--- src/sv/ffpt_pkg.sv ---
// Package for the fractional flow pulse totaliser.
// Holds widths, limits, register indexes and the item and result types.
// No dependencies.
`default_nettype none

package ffpt_pkg;

  // Running totals and interval timer widths
  localparam int unsigned TOTAL_WIDTH = 32;
  localparam int unsigned TIMER_WIDTH = 16;

  // Field widths of the configuration registers and internal counters
  localparam int unsigned RATIO_WIDTH = 16;
  localparam int unsigned LEN_WIDTH   = 8;
  localparam int unsigned VOL_WIDTH   = 5;
  localparam int unsigned KILO_WIDTH  = 7;
  localparam int unsigned OUT_WIDTH   = 32;
  localparam int unsigned IVL_WIDTH   = 16;

  // Mark limits: volume fires once the count passes VOLUME_LIMIT
  localparam logic [VOL_WIDTH-1:0]  VOLUME_LIMIT = VOL_WIDTH'(20);
  localparam logic [KILO_WIDTH-1:0] KILO_LIMIT   = KILO_WIDTH'(100);

  // Register reset values
  localparam logic [RATIO_WIDTH-1:0] RATIO_RESET = RATIO_WIDTH'(10);
  localparam logic [LEN_WIDTH-1:0]   LEN_RESET   = LEN_WIDTH'(1);

  // Configuration port
  localparam int unsigned CFG_IDX_WIDTH  = 3;
  localparam int unsigned CFG_DATA_WIDTH = 16;

  typedef enum logic [CFG_IDX_WIDTH-1:0] {
    REG_RATIO_A  = 3'd0,
    REG_RATIO_B  = 3'd1,
    REG_LEN_A    = 3'd2,
    REG_LEN_B    = 3'd3,
    REG_DISABLE  = 3'd4
  } cfg_reg_t;

  // Input item: tick or pulse
  typedef struct packed {
    logic action;          // 0 tick, 1 pulse edge
    logic filling_active;
  } item_t;

  // Result item
  typedef struct packed {
    logic [IVL_WIDTH-1:0] interval_ticks;
    logic                 unit_step;
    logic                 phase;
    logic [OUT_WIDTH-1:0] totalizer_a;
    logic [OUT_WIDTH-1:0] totalizer_b;
    logic [OUT_WIDTH-1:0] weight_units;
    logic                 volume_mark;
    logic                 kilo_mark;
  } result_t;

endpackage

`default_nettype wire

--- src/sv/fractional_flow_pulse_totalizer_unit.sv ---
// Top level of the fractional flow pulse totaliser.
// Counter state, prescaler and result register; uses ffpt_pkg.
//
//  Channel  | Handshake                | Payload
//  ---------+--------------------------+------------------------------
//  item     | item_valid / item_stall   | item (item_t)
//  result   | result_valid / result_stall | result (result_t)
//  cfg      | cfg_valid / cfg_ready    | cfg_index, cfg_data
//
// One item per cycle while item_stall is low; each accepted item gives one result in the next cycle.
// All counter updates happen in a single pass between the item port and the
// result register. item_stall rises only while a result sits unread under
// result_stall. cfg_ready is always high. rst is synchronous, active high.
`default_nettype none

module fractional_flow_pulse_totalizer_unit
  import ffpt_pkg::*;
(
  input  wire logic                      clk,
  input  wire logic                      rst,
  input  wire logic                      item_valid,
  output logic                           item_stall,
  input  wire item_t                     item,
  output logic                           result_valid,
  input  wire logic                      result_stall,
  output result_t                        result,
  input  wire logic                      cfg_valid,
  output logic                           cfg_ready,
  input  wire logic [CFG_IDX_WIDTH-1:0]  cfg_index,
  input  wire logic [CFG_DATA_WIDTH-1:0] cfg_data
);

  // Configuration registers
  logic [RATIO_WIDTH-1:0] ratio_a;
  logic [RATIO_WIDTH-1:0] ratio_b;
  logic [LEN_WIDTH-1:0]   len_a;
  logic [LEN_WIDTH-1:0]   len_b;
  logic                   switch_disable;

  // Counter state
  logic                   ratio_phase, ratio_phase_next;
  logic [RATIO_WIDTH-1:0] pulse_count, pulse_count_next;
  logic [LEN_WIDTH-1:0]   unit_count, unit_count_next;
  logic [TIMER_WIDTH-1:0] tick_count, tick_count_next;
  logic [VOL_WIDTH-1:0]   small_volume_count, small_volume_count_next;
  logic [KILO_WIDTH-1:0]  kilo_count, kilo_count_next;
  logic [TOTAL_WIDTH-1:0] total_a, total_a_next;
  logic [TOTAL_WIDTH-1:0] total_b, total_b_next;
  logic [TOTAL_WIDTH-1:0] weight_count, weight_count_next;
  logic [IVL_WIDTH-1:0]   held_interval, held_interval_next;

  logic                   step, vmark, kmark;
  logic                   accept;
  logic [RATIO_WIDTH-1:0] ratio;
  logic [RATIO_WIDTH-1:0] pulse_inc;
  logic [LEN_WIDTH-1:0]   unit_inc;
  logic [VOL_WIDTH-1:0]   vol_inc;
  logic [KILO_WIDTH-1:0]  kilo_inc;
  logic [63:0]            tick_wide;
  logic [63:0]            ta_wide, tb_wide, wt_wide;

  // Handshake: stall only while an unread result is held
  assign item_stall = result_valid & result_stall;
  assign accept     = item_valid & ~item_stall;
  assign cfg_ready  = 1'b1;

  // Configuration writes
  always_ff @(posedge clk) begin
    if (rst) begin
      ratio_a        <= RATIO_RESET;
      ratio_b        <= RATIO_RESET;
      len_a          <= LEN_RESET;
      len_b          <= LEN_RESET;
      switch_disable <= 1'b0;
    end else if (cfg_valid && cfg_ready) begin
      unique case (cfg_index)
        REG_RATIO_A: ratio_a        <= cfg_data[RATIO_WIDTH-1:0];
        REG_RATIO_B: ratio_b        <= cfg_data[RATIO_WIDTH-1:0];
        REG_LEN_A:   len_a          <= cfg_data[LEN_WIDTH-1:0];
        REG_LEN_B:   len_b          <= cfg_data[LEN_WIDTH-1:0];
        REG_DISABLE: switch_disable <= cfg_data[0];
        default: ;
      endcase
    end
  end

  assign ratio     = ratio_phase ? ratio_b : ratio_a;
  assign pulse_inc = pulse_count + RATIO_WIDTH'(1);
  assign unit_inc  = unit_count + LEN_WIDTH'(1);
  assign vol_inc   = small_volume_count + VOL_WIDTH'(1);
  assign kilo_inc  = kilo_count + KILO_WIDTH'(1);
  assign tick_wide = 64'(tick_count);

  // Next state for one item
  always_comb begin
    ratio_phase_next        = ratio_phase;
    pulse_count_next        = pulse_count;
    unit_count_next         = unit_count;
    tick_count_next         = tick_count;
    small_volume_count_next = small_volume_count;
    kilo_count_next         = kilo_count;
    total_a_next            = total_a;
    total_b_next            = total_b;
    weight_count_next       = weight_count;
    held_interval_next      = held_interval;
    step  = 1'b0;
    vmark = 1'b0;
    kmark = 1'b0;

    if (!item.action) begin
      tick_count_next = tick_count + TIMER_WIDTH'(1);
    end else if (item.filling_active) begin
      held_interval_next = tick_wide[IVL_WIDTH-1:0];
      tick_count_next    = '0;
      pulse_count_next   = pulse_inc;
      if (pulse_inc == ratio) begin
        step                    = 1'b1;
        pulse_count_next        = '0;
        unit_count_next         = unit_inc;
        kilo_count_next         = kilo_inc;
        small_volume_count_next = vol_inc;
        total_a_next            = total_a + TOTAL_WIDTH'(1);
        total_b_next            = total_b + TOTAL_WIDTH'(1);
        weight_count_next       = weight_count + TOTAL_WIDTH'(1);
        // Phase change after the set number of units
        if (!ratio_phase) begin
          if (unit_inc == len_a && !switch_disable) begin
            ratio_phase_next = 1'b1;
            unit_count_next  = '0;
          end
        end else if (unit_inc == len_b) begin
          ratio_phase_next = 1'b0;
          unit_count_next  = '0;
        end
      end
      // Marks: volume every 21 units, kilo every 100
      if (small_volume_count_next > VOLUME_LIMIT) begin
        vmark                   = 1'b1;
        small_volume_count_next = '0;
      end
      if (kilo_count_next == KILO_LIMIT) begin
        kmark           = 1'b1;
        kilo_count_next = '0;
      end
    end
  end

  // Counter state registers
  always_ff @(posedge clk) begin
    if (rst) begin
      ratio_phase        <= 1'b0;
      pulse_count        <= '0;
      unit_count         <= '0;
      tick_count         <= '0;
      small_volume_count <= '0;
      kilo_count         <= '0;
      total_a            <= '0;
      total_b            <= '0;
      weight_count       <= '0;
      held_interval      <= '0;
    end else if (accept) begin
      ratio_phase        <= ratio_phase_next;
      pulse_count        <= pulse_count_next;
      unit_count         <= unit_count_next;
      tick_count         <= tick_count_next;
      small_volume_count <= small_volume_count_next;
      kilo_count         <= kilo_count_next;
      total_a            <= total_a_next;
      total_b            <= total_b_next;
      weight_count       <= weight_count_next;
      held_interval      <= held_interval_next;
    end
  end

  assign ta_wide = 64'(total_a_next);
  assign tb_wide = 64'(total_b_next);
  assign wt_wide = 64'(weight_count_next);

  // Result valid flag
  always_ff @(posedge clk) begin
    if (rst) begin
      result_valid <= 1'b0;
    end else if (accept) begin
      result_valid <= 1'b1;
    end else if (!result_stall) begin
      result_valid <= 1'b0;
    end
  end

  // Result payload, loaded on each item transfer
  always_ff @(posedge clk) begin
    if (accept) begin
      result.interval_ticks <= held_interval_next;
      result.unit_step      <= step;
      result.phase          <= ratio_phase_next;
      result.totalizer_a    <= ta_wide[OUT_WIDTH-1:0];
      result.totalizer_b    <= tb_wide[OUT_WIDTH-1:0];
      result.weight_units   <= wt_wide[OUT_WIDTH-1:0];
      result.volume_mark    <= vmark;
      result.kilo_mark      <= kmark;
    end
  end

endmodule

`default_nettype wire

--- config.mk ---
export PLATFORM = sky130hd
export DESIGN_NAME = fractional_flow_pulse_totalizer_unit
export DESIGN_NICKNAME = d
export VERILOG_FILES = /design/src/sv/ffpt_pkg.sv /design/src/sv/fractional_flow_pulse_totalizer_unit.sv
export SDC_FILE = /design/constraint.sdc
export NUM_CORES = 1
export LEC_CHECK = 0
export CORE_UTILIZATION = 60
export CTS_BUF_LIST = sky130_fd_sc_hd__clkbuf_8 sky130_fd_sc_hd__clkbuf_16
export CTS_CLUSTER_DIAMETER = 40
export DETAILED_ROUTE_END_ITERATION = 12
export DONT_BUFFER_PORTS = 1
export GPL_TIMING_DRIVEN = 0
export HOLD_SLACK_MARGIN = 0.08
export PLACE_DENSITY = 0.84
export SYNTH_ARGS = -nofsm -noshare
export SYNTH_HDL_FRONTEND = slang
export SYNTH_SLANG_ARGS = --single-unit
--- constraint.sdc ---
create_clock -name clk -period 16.7 [get_ports clk]
set_input_delay 5.01 -clock clk [delete_from_list [all_inputs] [get_ports clk]]
set_output_delay 5.01 -clock clk [all_outputs]
set_load 0.02 [all_outputs]
==> impl_metrics.csv <==
group,metric,value,unit
finish,areaGrowthSynthToFinish,10.89,%
logic_synthesis,avgSynthCellArea,9.187,µm²
placed_design,dp.final_hpwl,26690,µm
logic_synthesis,async_flop_share,0,%
timing,fmax,0.09760,GHz
timing,period_share,61.35,%
timing,clock_skew,0.02232,ns
timing,tns,0,ns
logic_synthesis,synth-seq-cells,331,
finish,n_antenna_cell,0,
logic_synthesis,seq_area_frac_synth,50.27,%
timing,hold_viol,0,
worst_setup_path,crit_type,"input pin to output port",
grt,grt_util_all_layers,29.21,%
worst_setup_path,r2r_slack,12.08,ns
timing,min_period,10.25,ns
clocking,clk_latency,0.53,ns
grt,grt_max_degree,75,
die,fp.dieArea,0.02646,mm²
clocking,holdBufCountCts,0,
clocking,cts_sinks,331,
run,maxCapViolations,0,
grt,grt_antenna_before_repair,1,
logic_synthesis,yosysWarnings,0,
worst_setup_path,worstPathRequired,11.69,ns
power,intPower,1.328,mW
worst_hold_path,hold_class,"register to register",
timing,drv_slew,0,
clocking,cts_root_buffer,"clkbuf_16",
worst_setup_path,worst-path-buf-inv,1,
placed_design,place.gp.congestion,0.9454,
grt,grt_overflow,0,
logic_synthesis,synth_most_common_cell,"nand2_1",
power,p_sw,0.4139,mW
power,p_clk_share,46.0,%
routing,wl,38400,µm
timing,finalSetupViolCount,0,
die,start_util,61.34,%
clocking,cts_tree,"yes",
routing,ant_nets,0,
die,rows,58,
status,outcome,"complete, no violations",
worst_setup_path,path_cells,"nand2_1, inv_1",
logic_synthesis,synthCells,1686,
routing,vias_per_cell,5.949,
worst_setup_path,cp-end-kind,"output port",
timing,rsz0062_at_grt,"no",
worst_setup_path,cp-start-kind,"input pin",
power,p_comb_share,3.5,%
logic_synthesis,synth-main-ff-cell,"dfxtp_1",
logic_synthesis,synth_common_cells,"nand2_1, dfxtp_1, nor2_1, xnor2_1, edfxtp_1",
finish,fin_nets,1763,
die,fp.dieH,162.7,µm
clocking,ctsLongestPathBuffers,3,
power,power_leakage,6.040,nW
logic_synthesis,syn-num-nets,1720,
power,seqPwrFrac,50.5,%
die,die_w,162.7,µm
routing,routedWlPerCell,18.37,µm
die,core_region_area,0.02525,mm²
routing,drtPass1Iterations,6,
worst_setup_path,critical_path.max_stage_delay,0.18,ns
finish,fin_util,68.01,%
timing,tightest_slew,1.042,ns
clocking,post_cts_buffers,0,
clocking,cts-resized-gates,0,
logic_synthesis,yosysUniqueCellTypes,67,
grt,grt_pass1_wl,61800,µm
clocking,numCtsBuffers,40,
power,peakVddDrop,0.09659,mV
routing,drt-initial-drc-count,963,
logic_synthesis,synth_edf_count,116,
timing,slew_headroom,30.54,%
placed_design,portBuffers,0,
routing,drc,0,
logic_synthesis,yosysTopAreaCellShare,27.79,%
routing,vias,12430,
power,power_density,101.4,mW/mm²
clocking,path_clk_slew,0.06,ns
worst_setup_path,path_max_fanout,2,
clocking,h-tree-depth,2,
die,num_io_pins,145,
power,switching_share,23.75,%
finish,drive_gt1_share,6.250,%
grt,grt_pass1_vias,12110,
worst_setup_path,crit_arrival,5.24,ns
logic_synthesis,synth_top_area_cell,"dfxtp_1",
logic_synthesis,synth_area_leaders,"dfxtp_1, edfxtp_1, xnor2_1",
worst_setup_path,crit_family,"buffers and inverters",
worst_setup_path,slowest_stage,"inv_1",
logic_synthesis,syn-cell-area,0.01549,mm²
[power by group through the flow]
stage	Combinational, mW	Clock, mW	Sequential [mW]
after floorplan	0.0408	0	0.895
final	0.0612	0.801	0.880
after global placement	0.0575	0	0.899
after detailed placement	0.0603	0	0.897
after CTS	0.0607	0.808	0.880
after global routing	0.0662	0.841	0.881
[metrics by stage]
step / cell area (µm²) / cells / hold slack [ns] / total power [mW] / setup slack (ns)
floorplan: 15490 / 1686 / 0.4317 / 0.9358 / 6.465
global placement: 15900 / 2016 / 0.4394 / 0.9563 / 5.605
detailed placement: 15930 / 2017 / 0.4466 / 0.9573 / 6.451
CTS: 17180 / 2090 / 0.4543 / 1.749 / 6.450
global route: 17180 / 2090 / 0.4712 / 1.788 / 6.410
finish: 17180 / 2090 / 0.4548 / 1.742 / 6.454
[layer usage]
metal  vias up  track usage, %  part of all wire (%)
met5         -               0                 0.034
met4         2           11.85                   3.6
met3       107           4.915                   6.4
met2       522           49.98                    49
met1      5915           36.62                    41
li1       5887               -                     -
[area by class of cell]
class,instances,area [µm²]
plain buffers,89,389.1
clock buffers,44,1056
fillers,1908,8078
repair buffers,1,27.53
well taps,330,412.9
inverters,21,78.83
clock inverters,29,186.4
multi-input cells,1245,7238
flip-flops and latches,331,7787
[flip-flops by register name, summed over array words and instances (netlist names)]
signal and count:
len_b 8, ratio_phase 1, ratio_b 16, tick_count 16
result_valid 1, switch_disable 1, result 116, held_interval 16
kilo_count 7, total_b 32, len_a 8, small_volume_count 5
ratio_a 16, unit_count 8, total_a 32, pulse_count 16
weight_count 32
[final timing paths]
check | from | to | depth (start not counted)
max | result_stall | item_stall | 2
min | ratio_a[10]$_SDFFE_PP0P_ | ratio_a[10]$_SDFFE_PP0P_ | 2
max reg2reg | pulse_count[0]$_SDFFE_PP0P_ | result[37]$_DFFE_PP_ | 10
min reg2reg | ratio_a[10]$_SDFFE_PP0P_ | ratio_a[10]$_SDFFE_PP0P_ | 2
[cells by family after synthesis]
family / share of synthesized area [%]
AND/OR/NAND/NOR: 24.10
flip-flops: 50.27
XOR/XNOR: 12.89
AO/OA/AOI/OAI: 7.407
buffers and inverters: 2.997
multiplexers: 1.656
adder cells (fa/ha/maj): 0.6462
other: 0.02421
[layout by cell type, fill, tap and decap left out, drive strengths merged, types with 3 or more instances in the layout]
cell and instances:
ha 8, o22ai 3, mux2 5, clkinv 16
and2 19, a31oi 3, o21ai 56, nand2b 6
a21oi 106, or4 8, or3 26, buf 22
dfxtp 215, clkbuf 112, nor4b 3, nand2 284
nor2b 5, o21a 3, xor2 99, and4 6
nor3 63, o211ai 3, nor4 19, xnor2 129
and3 34, nand3 68, inv 32, nor3b 4
nand4 39, o31ai 5, nor2 185, edfxtp 116
nand3b 4, or2 7, mux2i 20
Note: power is estimated with default switching activity, not from simulation.
